## config.mk

```make
export PLATFORM = sky130hd
export DESIGN_NAME = record_sort_odd_key_filter_flat
export DESIGN_NICKNAME = d
export VERILOG_FILES = /design/src/rtl/core/rsokf_pkg.sv /design/src/rtl/core/rsokf_in_if.sv /design/src/rtl/core/rsokf_out_if.sv /design/src/rtl/core/rsokf_ram.sv /design/src/rtl/core/record_sort_odd_key_filter.sv /design/src/flat_wrapper.sv
export SDC_FILE = /design/constraint.sdc
export NUM_CORES = 2
export LEC_CHECK = 0
export ABC_AREA = 1
export BUFFER_PORTS_ARGS = -buffer_cell sky130_fd_sc_hd__buf_2
export CAP_MARGIN = 15
export CELL_PAD_IN_SITES_DETAIL_PLACEMENT = 1
export CELL_PAD_IN_SITES_GLOBAL_PLACEMENT = 2
export CORE_MARGIN = 3
export CORE_UTILIZATION = 45
export DETAILED_ROUTE_END_ITERATION = 10
export GPL_ROUTABILITY_DRIVEN = 0
export HOLD_SLACK_MARGIN = 0.06
export PLACE_DENSITY_LB_ADDON = 0.1
export SKIP_LAST_GASP = 1
export SLEW_MARGIN = 0
export SYNTH_ARGS = -nofsm -noshare
export SYNTH_HDL_FRONTEND = slang
export SYNTH_SLANG_ARGS = --single-unit
```

## constraint.sdc

```tcl
create_clock -name clk -period 14.3 [get_ports clk]
set_input_delay 4.29 -clock clk [delete_from_list [all_inputs] [get_ports clk]]
set_output_delay 4.29 -clock clk [all_outputs]
set_load 0.05 [all_outputs]
```

## src/rtl/core/rsokf_pkg.sv

```systemverilog
package rsokf_pkg;

  // Store capacity in records.
  localparam int MAX_RECORDS = 32;
  localparam int IDX_W       = $clog2(MAX_RECORDS);
  localparam int CNT_W       = $clog2(MAX_RECORDS + 1);

  // Fewest stored records that need a sort pass.
  localparam int SORT_MIN = 2;

  localparam int KEY_W  = 32;
  localparam int HEAD_W = 64;
  localparam int TAIL_W = 8;

  typedef struct packed {
    logic signed [KEY_W-1:0] key;
    logic [HEAD_W-1:0]       name_head;
    logic [TAIL_W-1:0]       name_tail;
  } rec_t;

  localparam int REC_W = $bits(rec_t);

endpackage

```

## src/rtl/core/rsokf_in_if.sv

```systemverilog
interface rsokf_in_if;
  import rsokf_pkg::*;

  logic                    valid;
  logic                    ready;
  logic signed [KEY_W-1:0] key;
  logic [HEAD_W-1:0]       name_head;
  logic [TAIL_W-1:0]       name_tail;
  logic                    last_record;

  modport source (output valid, key, name_head, name_tail, last_record, input ready);
  modport sink   (input valid, key, name_head, name_tail, last_record, output ready);

endinterface

```

## src/rtl/core/rsokf_out_if.sv

```systemverilog
interface rsokf_out_if;
  import rsokf_pkg::*;

  logic                    valid;
  logic                    ready;
  logic signed [KEY_W-1:0] out_key;
  logic [HEAD_W-1:0]       out_name_head;
  logic [TAIL_W-1:0]       out_name_tail;
  logic                    last_out;
  logic                    empty_res;
  logic                    overflowed;

  modport source (output valid, out_key, out_name_head, out_name_tail, last_out, empty_res,
                  overflowed, input ready);
  modport sink   (input valid, out_key, out_name_head, out_name_tail, last_out, empty_res,
                  overflowed, output ready);

endinterface

```

## src/rtl/core/rsokf_ram.sv

```systemverilog
module rsokf_ram #(
  parameter int WIDTH = 8,
  parameter int DEPTH = 32
) (
  input  logic                     clk,
  input  logic                     we,
  input  logic [$clog2(DEPTH)-1:0] waddr,
  input  logic [WIDTH-1:0]         wdata,
  input  logic [$clog2(DEPTH)-1:0] raddr,
  output logic [WIDTH-1:0]         rdata
);

  logic [WIDTH-1:0] mem [DEPTH];

  // Simple dual-port storage with a registered read.
  always_ff @(posedge clk) begin
    if (we) begin
      mem[waddr] <= wdata;
    end
    rdata <= mem[raddr];
  end

endmodule

```

## src/rtl/core/record_sort_odd_key_filter.sv

```systemverilog
// While loading, each record request is taken as it is offered. After the request marked
// last, with n records stored, the sort runs for n >= 2 (no sort pass for n = 1), then the
// emit pass checks each stored record in turn and a closing step ends the set; output stalls hold it up.
// One set at a time; input is not ready from a set's last record to its final result.
// Reset (rst_n, synchronous, active low) clears the record count, overflow flag and handshake
// state and sets drop_odd to 1; the record store is not cleared.
module record_sort_odd_key_filter (
  input  logic              clk,
  input  logic              rst_n,
  rsokf_in_if.sink          in_rec,
  rsokf_out_if.source       out_rec,
  input  logic              cfg_we,
  input  logic              cfg_wdata
);
  import rsokf_pkg::*;

  // The sequencer runs the exchange sort on one shared compare unit over a record RAM
  // with a single write port and a single registered read port. For each position i the
  // record at i is held in cur_r; each later record j is read, compared against cur_r,
  // and on a swap the old cur_r is written back at j while the smaller record becomes
  // cur_r. When j runs out, cur_r is written to i. This gives exactly the order of the
  // in-place exchange sort, at one compare per cycle.
  typedef enum logic [2:0] {
    S_LOAD,
    S_START,
    S_CUR,
    S_CMP,
    S_WR,
    S_ERD,
    S_ECHK,
    S_EFIN
  } state_t;

  typedef struct packed {
    logic signed [KEY_W-1:0] key;
    logic [HEAD_W-1:0]       name_head;
    logic [TAIL_W-1:0]       name_tail;
    logic                    last;
    logic                    empty;
    logic                    ovf;
  } out_t;

  state_t           state_r, state_nxt;
  logic [CNT_W-1:0] count_r, count_nxt;
  logic             ovf_r, ovf_nxt;
  logic             drop_odd_r;
  logic [IDX_W-1:0] i_r, i_nxt;
  logic [IDX_W-1:0] j_r, j_nxt;
  logic [IDX_W-1:0] e_r, e_nxt;
  rec_t             cur_r, cur_nxt;
  rec_t             pend_r, pend_nxt;
  logic             pend_v_r, pend_v_nxt;
  out_t             out_r, out_nxt;
  logic             out_v_r, out_v_nxt;

  logic             ram_we;
  logic [IDX_W-1:0] ram_waddr;
  logic [IDX_W-1:0] ram_raddr;
  rec_t             ram_wdata;
  rec_t             ram_rdata;

  logic             in_acc;
  logic             slot_free;
  logic             keep;
  rec_t             in_data;

  rsokf_ram #(
    .WIDTH (REC_W),
    .DEPTH (MAX_RECORDS)
  ) u_store (
    .clk   (clk),
    .we    (ram_we),
    .waddr (ram_waddr),
    .wdata (ram_wdata),
    .raddr (ram_raddr),
    .rdata (ram_rdata)
  );

  assign in_rec.ready = (state_r == S_LOAD);
  assign in_acc       = in_rec.valid && in_rec.ready;

  assign in_data.key       = in_rec.key;
  assign in_data.name_head = in_rec.name_head;
  assign in_data.name_tail = in_rec.name_tail;

  // The output register frees up in the same cycle that its request is taken.
  assign slot_free = !out_v_r || out_rec.ready;

  // A record read during the emit pass is kept unless odd keys are being dropped and its
  // key is odd. Two's complement makes bit 0 the odd test for negative keys too.
  assign keep = !(drop_odd_r && ram_rdata.key[0]);

  always_comb begin
    state_nxt  = state_r;
    count_nxt  = count_r;
    ovf_nxt    = ovf_r;
    i_nxt      = i_r;
    j_nxt      = j_r;
    e_nxt      = e_r;
    cur_nxt    = cur_r;
    pend_nxt   = pend_r;
    pend_v_nxt = pend_v_r;
    out_nxt    = out_r;
    out_v_nxt  = out_v_r;

    ram_we    = 1'b0;
    ram_waddr = count_r[IDX_W-1:0];
    ram_wdata = in_data;
    ram_raddr = i_r;

    if (out_v_r && out_rec.ready) begin
      out_v_nxt = 1'b0;
    end

    case (state_r)
      S_LOAD: begin
        if (in_acc) begin
          if (count_r < CNT_W'(MAX_RECORDS)) begin
            ram_we    = 1'b1;
            count_nxt = count_r + CNT_W'(1);
          end else begin
            ovf_nxt = 1'b1;
          end
          if (in_rec.last_record) begin
            i_nxt = '0;
            e_nxt = '0;
            if (count_nxt >= CNT_W'(SORT_MIN)) begin
              state_nxt = S_START;
            end else begin
              state_nxt = S_ERD;
            end
          end
        end
      end

      S_START: begin
        ram_raddr = i_r;
        state_nxt = S_CUR;
      end

      S_CUR: begin
        cur_nxt   = ram_rdata;
        ram_raddr = i_r + IDX_W'(1);
        j_nxt     = i_r + IDX_W'(1);
        state_nxt = S_CMP;
      end

      S_CMP: begin
        ram_raddr = j_r + IDX_W'(1);
        if (cur_r.key > ram_rdata.key) begin
          ram_we    = 1'b1;
          ram_waddr = j_r;
          ram_wdata = cur_r;
          cur_nxt   = ram_rdata;
        end
        if (CNT_W'(j_r) + CNT_W'(1) < count_r) begin
          j_nxt = j_r + IDX_W'(1);
        end else begin
          state_nxt = S_WR;
        end
      end

      S_WR: begin
        ram_we    = 1'b1;
        ram_waddr = i_r;
        ram_wdata = cur_r;
        ram_raddr = i_r + IDX_W'(1);
        i_nxt     = i_r + IDX_W'(1);
        if (CNT_W'(i_r) + CNT_W'(SORT_MIN) < count_r) begin
          state_nxt = S_CUR;
        end else begin
          e_nxt     = '0;
          state_nxt = S_ERD;
        end
      end

      S_ERD: begin
        ram_raddr = e_r;
        state_nxt = S_ECHK;
      end

      S_ECHK: begin
        // The address stays put so the read data holds while the output is stalled.
        ram_raddr = e_r;
        // A kept record is parked until the next kept one shows up, so that the final
        // result can be marked last.
        if (!keep || !pend_v_r || slot_free) begin
          if (keep) begin
            if (pend_v_r) begin
              out_v_nxt         = 1'b1;
              out_nxt.key       = pend_r.key;
              out_nxt.name_head = pend_r.name_head;
              out_nxt.name_tail = pend_r.name_tail;
              out_nxt.last      = 1'b0;
              out_nxt.empty     = 1'b0;
              out_nxt.ovf       = ovf_r;
            end
            pend_nxt   = ram_rdata;
            pend_v_nxt = 1'b1;
          end
          if (CNT_W'(e_r) + CNT_W'(1) < count_r) begin
            e_nxt     = e_r + IDX_W'(1);
            state_nxt = S_ERD;
          end else begin
            state_nxt = S_EFIN;
          end
        end
      end

      S_EFIN: begin
        if (slot_free) begin
          out_v_nxt = 1'b1;
          out_nxt.last  = 1'b1;
          out_nxt.ovf   = ovf_r;
          if (pend_v_r) begin
            out_nxt.key       = pend_r.key;
            out_nxt.name_head = pend_r.name_head;
            out_nxt.name_tail = pend_r.name_tail;
            out_nxt.empty     = 1'b0;
          end else begin
            // Every record was filtered out: one empty marker closes the set.
            out_nxt.key       = '0;
            out_nxt.name_head = '0;
            out_nxt.name_tail = '0;
            out_nxt.empty     = 1'b1;
          end
          pend_v_nxt = 1'b0;
          count_nxt  = '0;
          ovf_nxt    = 1'b0;
          state_nxt  = S_LOAD;
        end
      end

      default: begin
        state_nxt = S_LOAD;
      end
    endcase
  end

  always_ff @(posedge clk) begin
    if (!rst_n) begin
      state_r    <= S_LOAD;
      count_r    <= '0;
      ovf_r      <= 1'b0;
      drop_odd_r <= 1'b1;
      pend_v_r   <= 1'b0;
      out_v_r    <= 1'b0;
    end else begin
      state_r  <= state_nxt;
      count_r  <= count_nxt;
      ovf_r    <= ovf_nxt;
      pend_v_r <= pend_v_nxt;
      out_v_r  <= out_v_nxt;
      if (cfg_we) begin
        drop_odd_r <= cfg_wdata;
      end
    end
    i_r    <= i_nxt;
    j_r    <= j_nxt;
    e_r    <= e_nxt;
    cur_r  <= cur_nxt;
    pend_r <= pend_nxt;
    out_r  <= out_nxt;
  end

  assign out_rec.valid         = out_v_r;
  assign out_rec.out_key       = out_r.key;
  assign out_rec.out_name_head = out_r.name_head;
  assign out_rec.out_name_tail = out_r.name_tail;
  assign out_rec.last_out      = out_r.last;
  assign out_rec.empty_res     = out_r.empty;
  assign out_rec.overflowed    = out_r.ovf;

  // Nothing may stay parked once the block is back to loading.
  a_pend_idle: assert property (@(posedge clk) disable iff (!rst_n)
    (state_r == S_LOAD) |-> !pend_v_r)
    else $error("parked record left over while loading");

  a_count_cap: assert property (@(posedge clk) disable iff (!rst_n)
    count_r <= CNT_W'(MAX_RECORDS))
    else $error("record count beyond capacity");

  // The inner sort index always lies after the outer one and inside the stored set.
  a_cmp_range: assert property (@(posedge clk) disable iff (!rst_n)
    (state_r == S_CMP) |-> ((CNT_W'(j_r) < count_r) && (j_r > i_r)))
    else $error("sort index out of range");

  a_empty_res: assert property (@(posedge clk) disable iff (!rst_n)
    (out_rec.valid && out_rec.empty_res) |-> (out_rec.last_out && (out_rec.out_key == '0)))
    else $error("empty marker malformed");

  a_set_done: assert property (@(posedge clk) disable iff (!rst_n)
    ((state_r == S_EFIN) && slot_free) |=> ((state_r == S_LOAD) && (count_r == '0)
      && out_rec.valid && out_rec.last_out))
    else $error("set did not close cleanly");

endmodule
```

## src/flat_wrapper.sv

```systemverilog
// flat-port wrapper written by rule: the top's interface ports become plain ports
module record_sort_odd_key_filter_flat import rsokf_pkg::*;
  (clk, rst_n, cfg_we, cfg_wdata, in_rec_valid, in_rec_key, in_rec_name_head, in_rec_name_tail, in_rec_last_record, in_rec_ready, out_rec_valid, out_rec_out_key, out_rec_out_name_head, out_rec_out_name_tail, out_rec_last_out, out_rec_empty_res, out_rec_overflowed, out_rec_ready);
  rsokf_in_if in_rec_i ();
  rsokf_out_if out_rec_i ();
  input  logic clk;
  input  logic rst_n;
  input  logic cfg_we;
  input  logic cfg_wdata;
  input wire logic [$bits(in_rec_i.valid)-1:0] in_rec_valid;
  input wire logic [$bits(in_rec_i.key)-1:0] in_rec_key;
  input wire logic [$bits(in_rec_i.name_head)-1:0] in_rec_name_head;
  input wire logic [$bits(in_rec_i.name_tail)-1:0] in_rec_name_tail;
  input wire logic [$bits(in_rec_i.last_record)-1:0] in_rec_last_record;
  output wire logic [$bits(in_rec_i.ready)-1:0] in_rec_ready;
  output wire logic [$bits(out_rec_i.valid)-1:0] out_rec_valid;
  output wire logic [$bits(out_rec_i.out_key)-1:0] out_rec_out_key;
  output wire logic [$bits(out_rec_i.out_name_head)-1:0] out_rec_out_name_head;
  output wire logic [$bits(out_rec_i.out_name_tail)-1:0] out_rec_out_name_tail;
  output wire logic [$bits(out_rec_i.last_out)-1:0] out_rec_last_out;
  output wire logic [$bits(out_rec_i.empty_res)-1:0] out_rec_empty_res;
  output wire logic [$bits(out_rec_i.overflowed)-1:0] out_rec_overflowed;
  input wire logic [$bits(out_rec_i.ready)-1:0] out_rec_ready;
  assign in_rec_i.valid = in_rec_valid;
  assign in_rec_i.key = in_rec_key;
  assign in_rec_i.name_head = in_rec_name_head;
  assign in_rec_i.name_tail = in_rec_name_tail;
  assign in_rec_i.last_record = in_rec_last_record;
  assign in_rec_ready = in_rec_i.ready;
  assign out_rec_valid = out_rec_i.valid;
  assign out_rec_out_key = out_rec_i.out_key;
  assign out_rec_out_name_head = out_rec_i.out_name_head;
  assign out_rec_out_name_tail = out_rec_i.out_name_tail;
  assign out_rec_last_out = out_rec_i.last_out;
  assign out_rec_empty_res = out_rec_i.empty_res;
  assign out_rec_overflowed = out_rec_i.overflowed;
  assign out_rec_i.ready = out_rec_ready;
  record_sort_odd_key_filter u_core (.clk(clk), .rst_n(rst_n), .in_rec(in_rec_i), .out_rec(out_rec_i), .cfg_we(cfg_we), .cfg_wdata(cfg_wdata));
endmodule
```

After elaboration in Yosys (flattened, before gate mapping)
Memory sizes are Yosys's and may differ from the RTL's. A register that Yosys moved wholly into a read port is not among the register bits.
Cells that the tools add are included.

word-level totals
  register bits after elaboration = 343
  memory bits (writable) = 3328
  bits of input ports = 111
  output and inout bits = 109
  word-level logic and storage cells = 138
  memories = 1

operators by class
  add/subtract/negate cells = 7
  order comparisons = 6
  eq/ne operators = 19
  multiplexer cells = 57
  bitwise logic cells = 1
  reductions and logical operators = 26

memory list
  memory              depth  bits a word  rd ports  clocked after memory_dff  wr ports  line             text
  u_core.u_store.mem  32     104          1         1                         1         rsokf_ram.sv:13  logic [WIDTH-1:0] mem [DEPTH];

operators with widths
  operator             count
  $mux 107             4
  $pmux 104 s2         2
  $mux 104             3
  $pmux 107 s2         1
  $mux 5               7
  $gt 32x32->1         1
  $mux 6               5
  $pmux 5 s2           3
  $pmux 5 s3           2
  $pmux 3 s8           1
  $mux 3               7
  $lt 6x6->1           3
  $mux 1               16
  $add 5x1->5 const B  3
  $add 5x1->6 const B  2
  $eq 3x3->1 const B   4
  $ne 2x1->1 const B   6
  $ne 2x2->1 const B   6
  $pmux 6 s2           1
  $reduce_and 5->1     2
  $reduce_and 3->1     3
  $reduce_and 4->1     2
  $reduce_bool 2->1    4
  $add 5x2->6 const B  1
  other kinds (17)     27

Logic depth before layout (Yosys ltp)
  word-level depth = 9
  mapped depth = 22
  gate-level depth less buffers = 21

Hierarchy
A second synthesis with hierarchy kept.

second synthesis, totals
  cells, all modules = 12849
  area total of the unflattened synthesis = 153402.1 µm²

modules (own cells, without submodules)
  module                      times used  cells an instance  area each (µm²)  seq. area each (µm²)
  rsokf_ram                   1           10944              134806.8         102017.8
  record_sort_odd_key_filter  1           1905               18595.3          10169.8

Worst setup path before layout
Ideal clock, no wire load.

  kind = input port to flip-flop
  start = in in_rec_valid
  end = mem u_core.u_store.mem[24][0] (netlist bit) (enable)
  setup time = 0.568 ns
  data arrival time = 9.655 ns
  data required time = 13.732 ns
  path slack = 4.077 ns
  stages on the path = 10
  buffers on the path = 0
  cell sequence = inv_1 nor2_1 inv_1 o21ai_0 inv_1 o21ai_0 inv_1 nor2_1 nand2_1 nor2_1

between the ends
  longest elaborated chain between the ends = 5

ends and longest elaborated chain
  item                          line                               text
  start: declaration            flat_wrapper.sv:10                 input wire logic [$bits(in_rec_i.valid)-1:0] in_rec_valid;
  $logic_and 1x1->1             record_sort_odd_key_filter.sv:80   assign in_acc = in_rec.valid && in_rec.ready;
  $mux 1                        record_sort_odd_key_filter.sv:117  if (in_acc) begin
  $pmux 1 s3                    record_sort_odd_key_filter.sv:115  case (state_r)
  $mux 1                        rsokf_ram.sv:17                    if (we) begin
  $mux 1 (implied by the code)  rsokf_ram.sv:18                    mem[waddr] <= wdata;
  end: declaration              rsokf_ram.sv:13

Every way passes these cells.

Worst setup path in the final report
  start = in in_rec_valid
  end = mem u_core.u_store.mem[13][68] (netlist bit) (enable)

The elaborated chain is that of the path after synthesis.

==> run summary <==
By count the netlist is led by edfxtp_1 (3,658), nor2_1 (1,853), o21ai_0 (1,331). Max-cap violations in this run came to 0. The synthesized design contains 3,775 register bits.

The core utilization of the finished layout was 0.511; the sequential cell area fraction in the yosys report was 0.759. Fraction of synthesized area in multiplexers: 0. For this run, the top clock speed supported by timing is 126 MHz. The floorplan has 209 rows. The count of flip-flops with a built-in enable after synthesis is 3,658. The run gives 0 as the count of nets left with antenna violations after detail routing. Among all flip-flop cells after synthesis, the most frequent one is edfxtp_1. The adder and majority gate portion of the synthesized area was 0.00440.

Type of destination of the critical path: a flop. The combined buffer and inverter count along the critical path was 6; the maximum single-stage delay on the critical path was 900 ps. For this run the aggregate overflow at the end of global routing stands at 0. The share of flip-flops with an asynchronous set or reset after synthesis works out to 0.

The cell that appears most often on the critical path is inv_1. The chip height works out to 579 µm. Worst hold-check path type: flop to flop.

The share of the synthesized netlist area taken by xor and xnor gates is 0.000592, and the overall via count from detail_route is 98,800. The first-iteration detailed-routing DRC count is 10,600, and the normalized max-slew margin is -0.0790. For the first-pass iteration count of the detailed router, the log shows 7. The largest fanout on the critical path came out at 39.

The number of different library cells used by synthesis comes to 43. The later pin in the worst-skew pair is clocked with a latency of 950 ps. The initial antenna violation count is 30, and the final layout net count is 11,800. Once detailed placement completed, the half-perimeter wirelength came to 268,000 µm.

The mean instance size in the synthesized netlist works out to 12.9 µm². Once the clock tree was built, the resizer swapped 0 gates to a different size. For the final database, setup skew stands at 32.5 ps. Final standard cell area without fillers: 166,000 µm².

The most frequent cell after synthesis is edfxtp_1. After clock tree synthesis, the clock-pin slew on the worst setup and hold paths is 60 ps. CTS saw 3,775 sinks. Entering global routing, the biggest net connects 236 pins. The tools report the sort of element at the start of the critical path as an input port. Synthesis produced a netlist with a net count of 11,700. For this block, the routed nets add up to 496,000 µm of wire.

After detailed routing, the number of remaining DRC violations is 0. Traced cell by cell, the critical path runs through buf_2 > inv_1 > nor2_1 > inv_1 > o21ai_0 > inv_1 > o21ai_0 > nand3_1 > nor2_4 > buf_4 > buf_4. Fraction of layout cells with a size suffix above 1: 0.0921. The most area-hungry cell type in the Yosys netlist was edfxtp_1. Excluding fillers, the count of instances in the completed layout stands at 16,300. After detailed routing, the number of vias per cell comes to 6.07. Counting tap cells, the placed design contains a total of 15,500 instances.

Starting density of the core: 0.454. For the final number of hold-violating endpoints, the log shows 0. The share of the cycle needed by the critical path after routing is 0.556, and the setup TNS after final layout is 0 ps. The number of global-route vias before repair is 101,000. The share of synthesized cell area in and, or, nand and nor gates came out at 0.0993. The core region area was 326,000 µm²; the critical path data arrival time was 8510 ps.

The share of Yosys cell area claimed by the top area cell type was 0.743; the final-report setup violation count was 0. The floorplan die width came out at 579 µm. Wire length of the first global-routing pass: 715,000 µm. The critical path in this run is classified as input port to flop.

In this run the post-CTS setup repair buffer count came out at 0. The placed instances occupy a cell area of 154,000 µm². The number of port buffers works out to 219.

The logs give 107 for the final-report max-slew violation count and 5 for the number of levels the H-tree was split into. The overall fraction of global-route tracks in use is 0.291. Clock tree synthesis inserted a total of 402 buffers. The tree is rooted in a clkbuf_16.

At the pin with the least slew margin, the transition time is 1620 ps. The layout overhead on the synthesized area works out to 12.5%. By area, the combinational part of the netlist is dominated by compound AO/OA/AOI/OAI gates. In this run, post-CTS hold repair placed 0 buffers. In the post-synthesis netlist, the biggest area contributors are edfxtp_1 (74%), nor2_1 (4.7%), o21ai_0 (4.5%). The checks that failed: max-slew violations.

The average routed wire per standard cell is 30.5 µm, and the count of warnings emitted by yosys is 0. TritonCTS built the clock tree. The clock passes through at most 4 buffers. After layout, the minimum clock period comes to 7960 ps. The tools report the area of the mapped netlist as 148,000 µm². The family with the most delay on the worst path was simple AND/OR/NAND/NOR gates.

Setup repair after global routing left no endpoint under its margin. The critical-path cell with the highest stage delay is nor2_4. The cell count after synthesis came out at 11,500.

The fraction of the mapped netlist area in compound gates was 0.107; the full die area was 336,000 µm². The number of top-level pins is 220, and the required time of the critical path is 14,860 ps. The flow ran to the end, but the final reports show violations.
[per-layer routing]
| metal | routed length, µm | track usage |
|---|---|---|
| met1 | 217000 | 0.417 |
| met2 | 235000 | 0.472 |
| met3 | 30400 | 0.0334 |
| met4 | 13800 | 0.0802 |
| met5 | 0 | 0.00241 |
[path summary, 6_finish.rpt]
kind,cells after the start,startpoint,to,slack (ps)
setup / recovery,11,in_rec_valid,u_core.u_store.mem[13][68]$_DFFE_PP_,6340
hold / removal,0,u_core.u_store.rdata[21]$_DFF_P_,u_core.pend_r[21]$_DFFE_PP_,430
setup reg to reg,21,u_core.cur_r[77]$_DFFE_PP_,u_core.u_store.mem[21][69]$_DFFE_PP_,7040
hold reg to reg,0,u_core.u_store.rdata[21]$_DFF_P_,u_core.pend_r[21]$_DFFE_PP_,430
[state kept, by name, indices dropped and copies added (netlist names), 6 cells and up]
signal / count
u_core.u_store.rdata: 104
u_core.pend_r: 104
u_core.cur_r: 104
u_core.out_rec.out_name_tail: 8
u_core.u_store.mem: 3328
u_core.count_r: 6
u_core.out_rec.out_key: 32
u_core.out_rec.out_name_head: 64
[kinds of logic (layout without fill, tap and decap cells)]
logic type	Yosys count	in the layout
adders and majority gates	52	52
xor gates and xnor gates	10	10
AOI/OAI and AO/OA	2887	2887
and+or+nand+nor	3674	3674
buffers and inverters	1092	1529
DFF	3775	3775
other	0	14
[per-stage QoR]
step | hold slack (ps) | setup slack (ps)
floorplan | 403 | 4080
global placement | 410 | 5590
detailed placement | 418 | 5410
CTS | 432 | 6470
global route | 439 | 6190
finish | 434 | 6340
[area by class of cell]
cell class	count	area, µm²
multi-input cells	6623	31600
repair buffers	482	3380
clock inverters	204	1600
well taps	4325	5410
flip-flops and latches	3775	112000
inverters	312	1230
clock buffers	531	10900
diodes	14	35.0
fillers	32500	159000
[placed cells by master, fill, tap and decap left out, types with 21 or more instances in the layout]
| cell | count |
|---|---|
| o21ai_1 | 460 |
| clkinv_2 | 76 |
| nor2_1 | 1818 |
| buf_12 | 25 |
| bufinv_16 | 21 |
| nor2_4 | 36 |
| clkbuf_16 | 409 |
| o21ai_0 | 1329 |
| edfxtp_1 | 3658 |
| clkbuf_1 | 99 |
| clkbuf_8 | 23 |
| dfxtp_1 | 117 |
| nand2_1 | 1142 |
| buf_2 | 219 |
| inv_1 | 301 |
| clkinv_1 | 83 |
| buf_4 | 238 |
| a21oi_1 | 140 |
| nand3_1 | 650 |
| ha_1 | 52 |
| o211ai_1 | 108 |
| o22ai_1 | 833 |
Power is left out: the tool's default activity adds up to more than one toggle a clock period on the data nets, which glitch-free logic cannot reach.
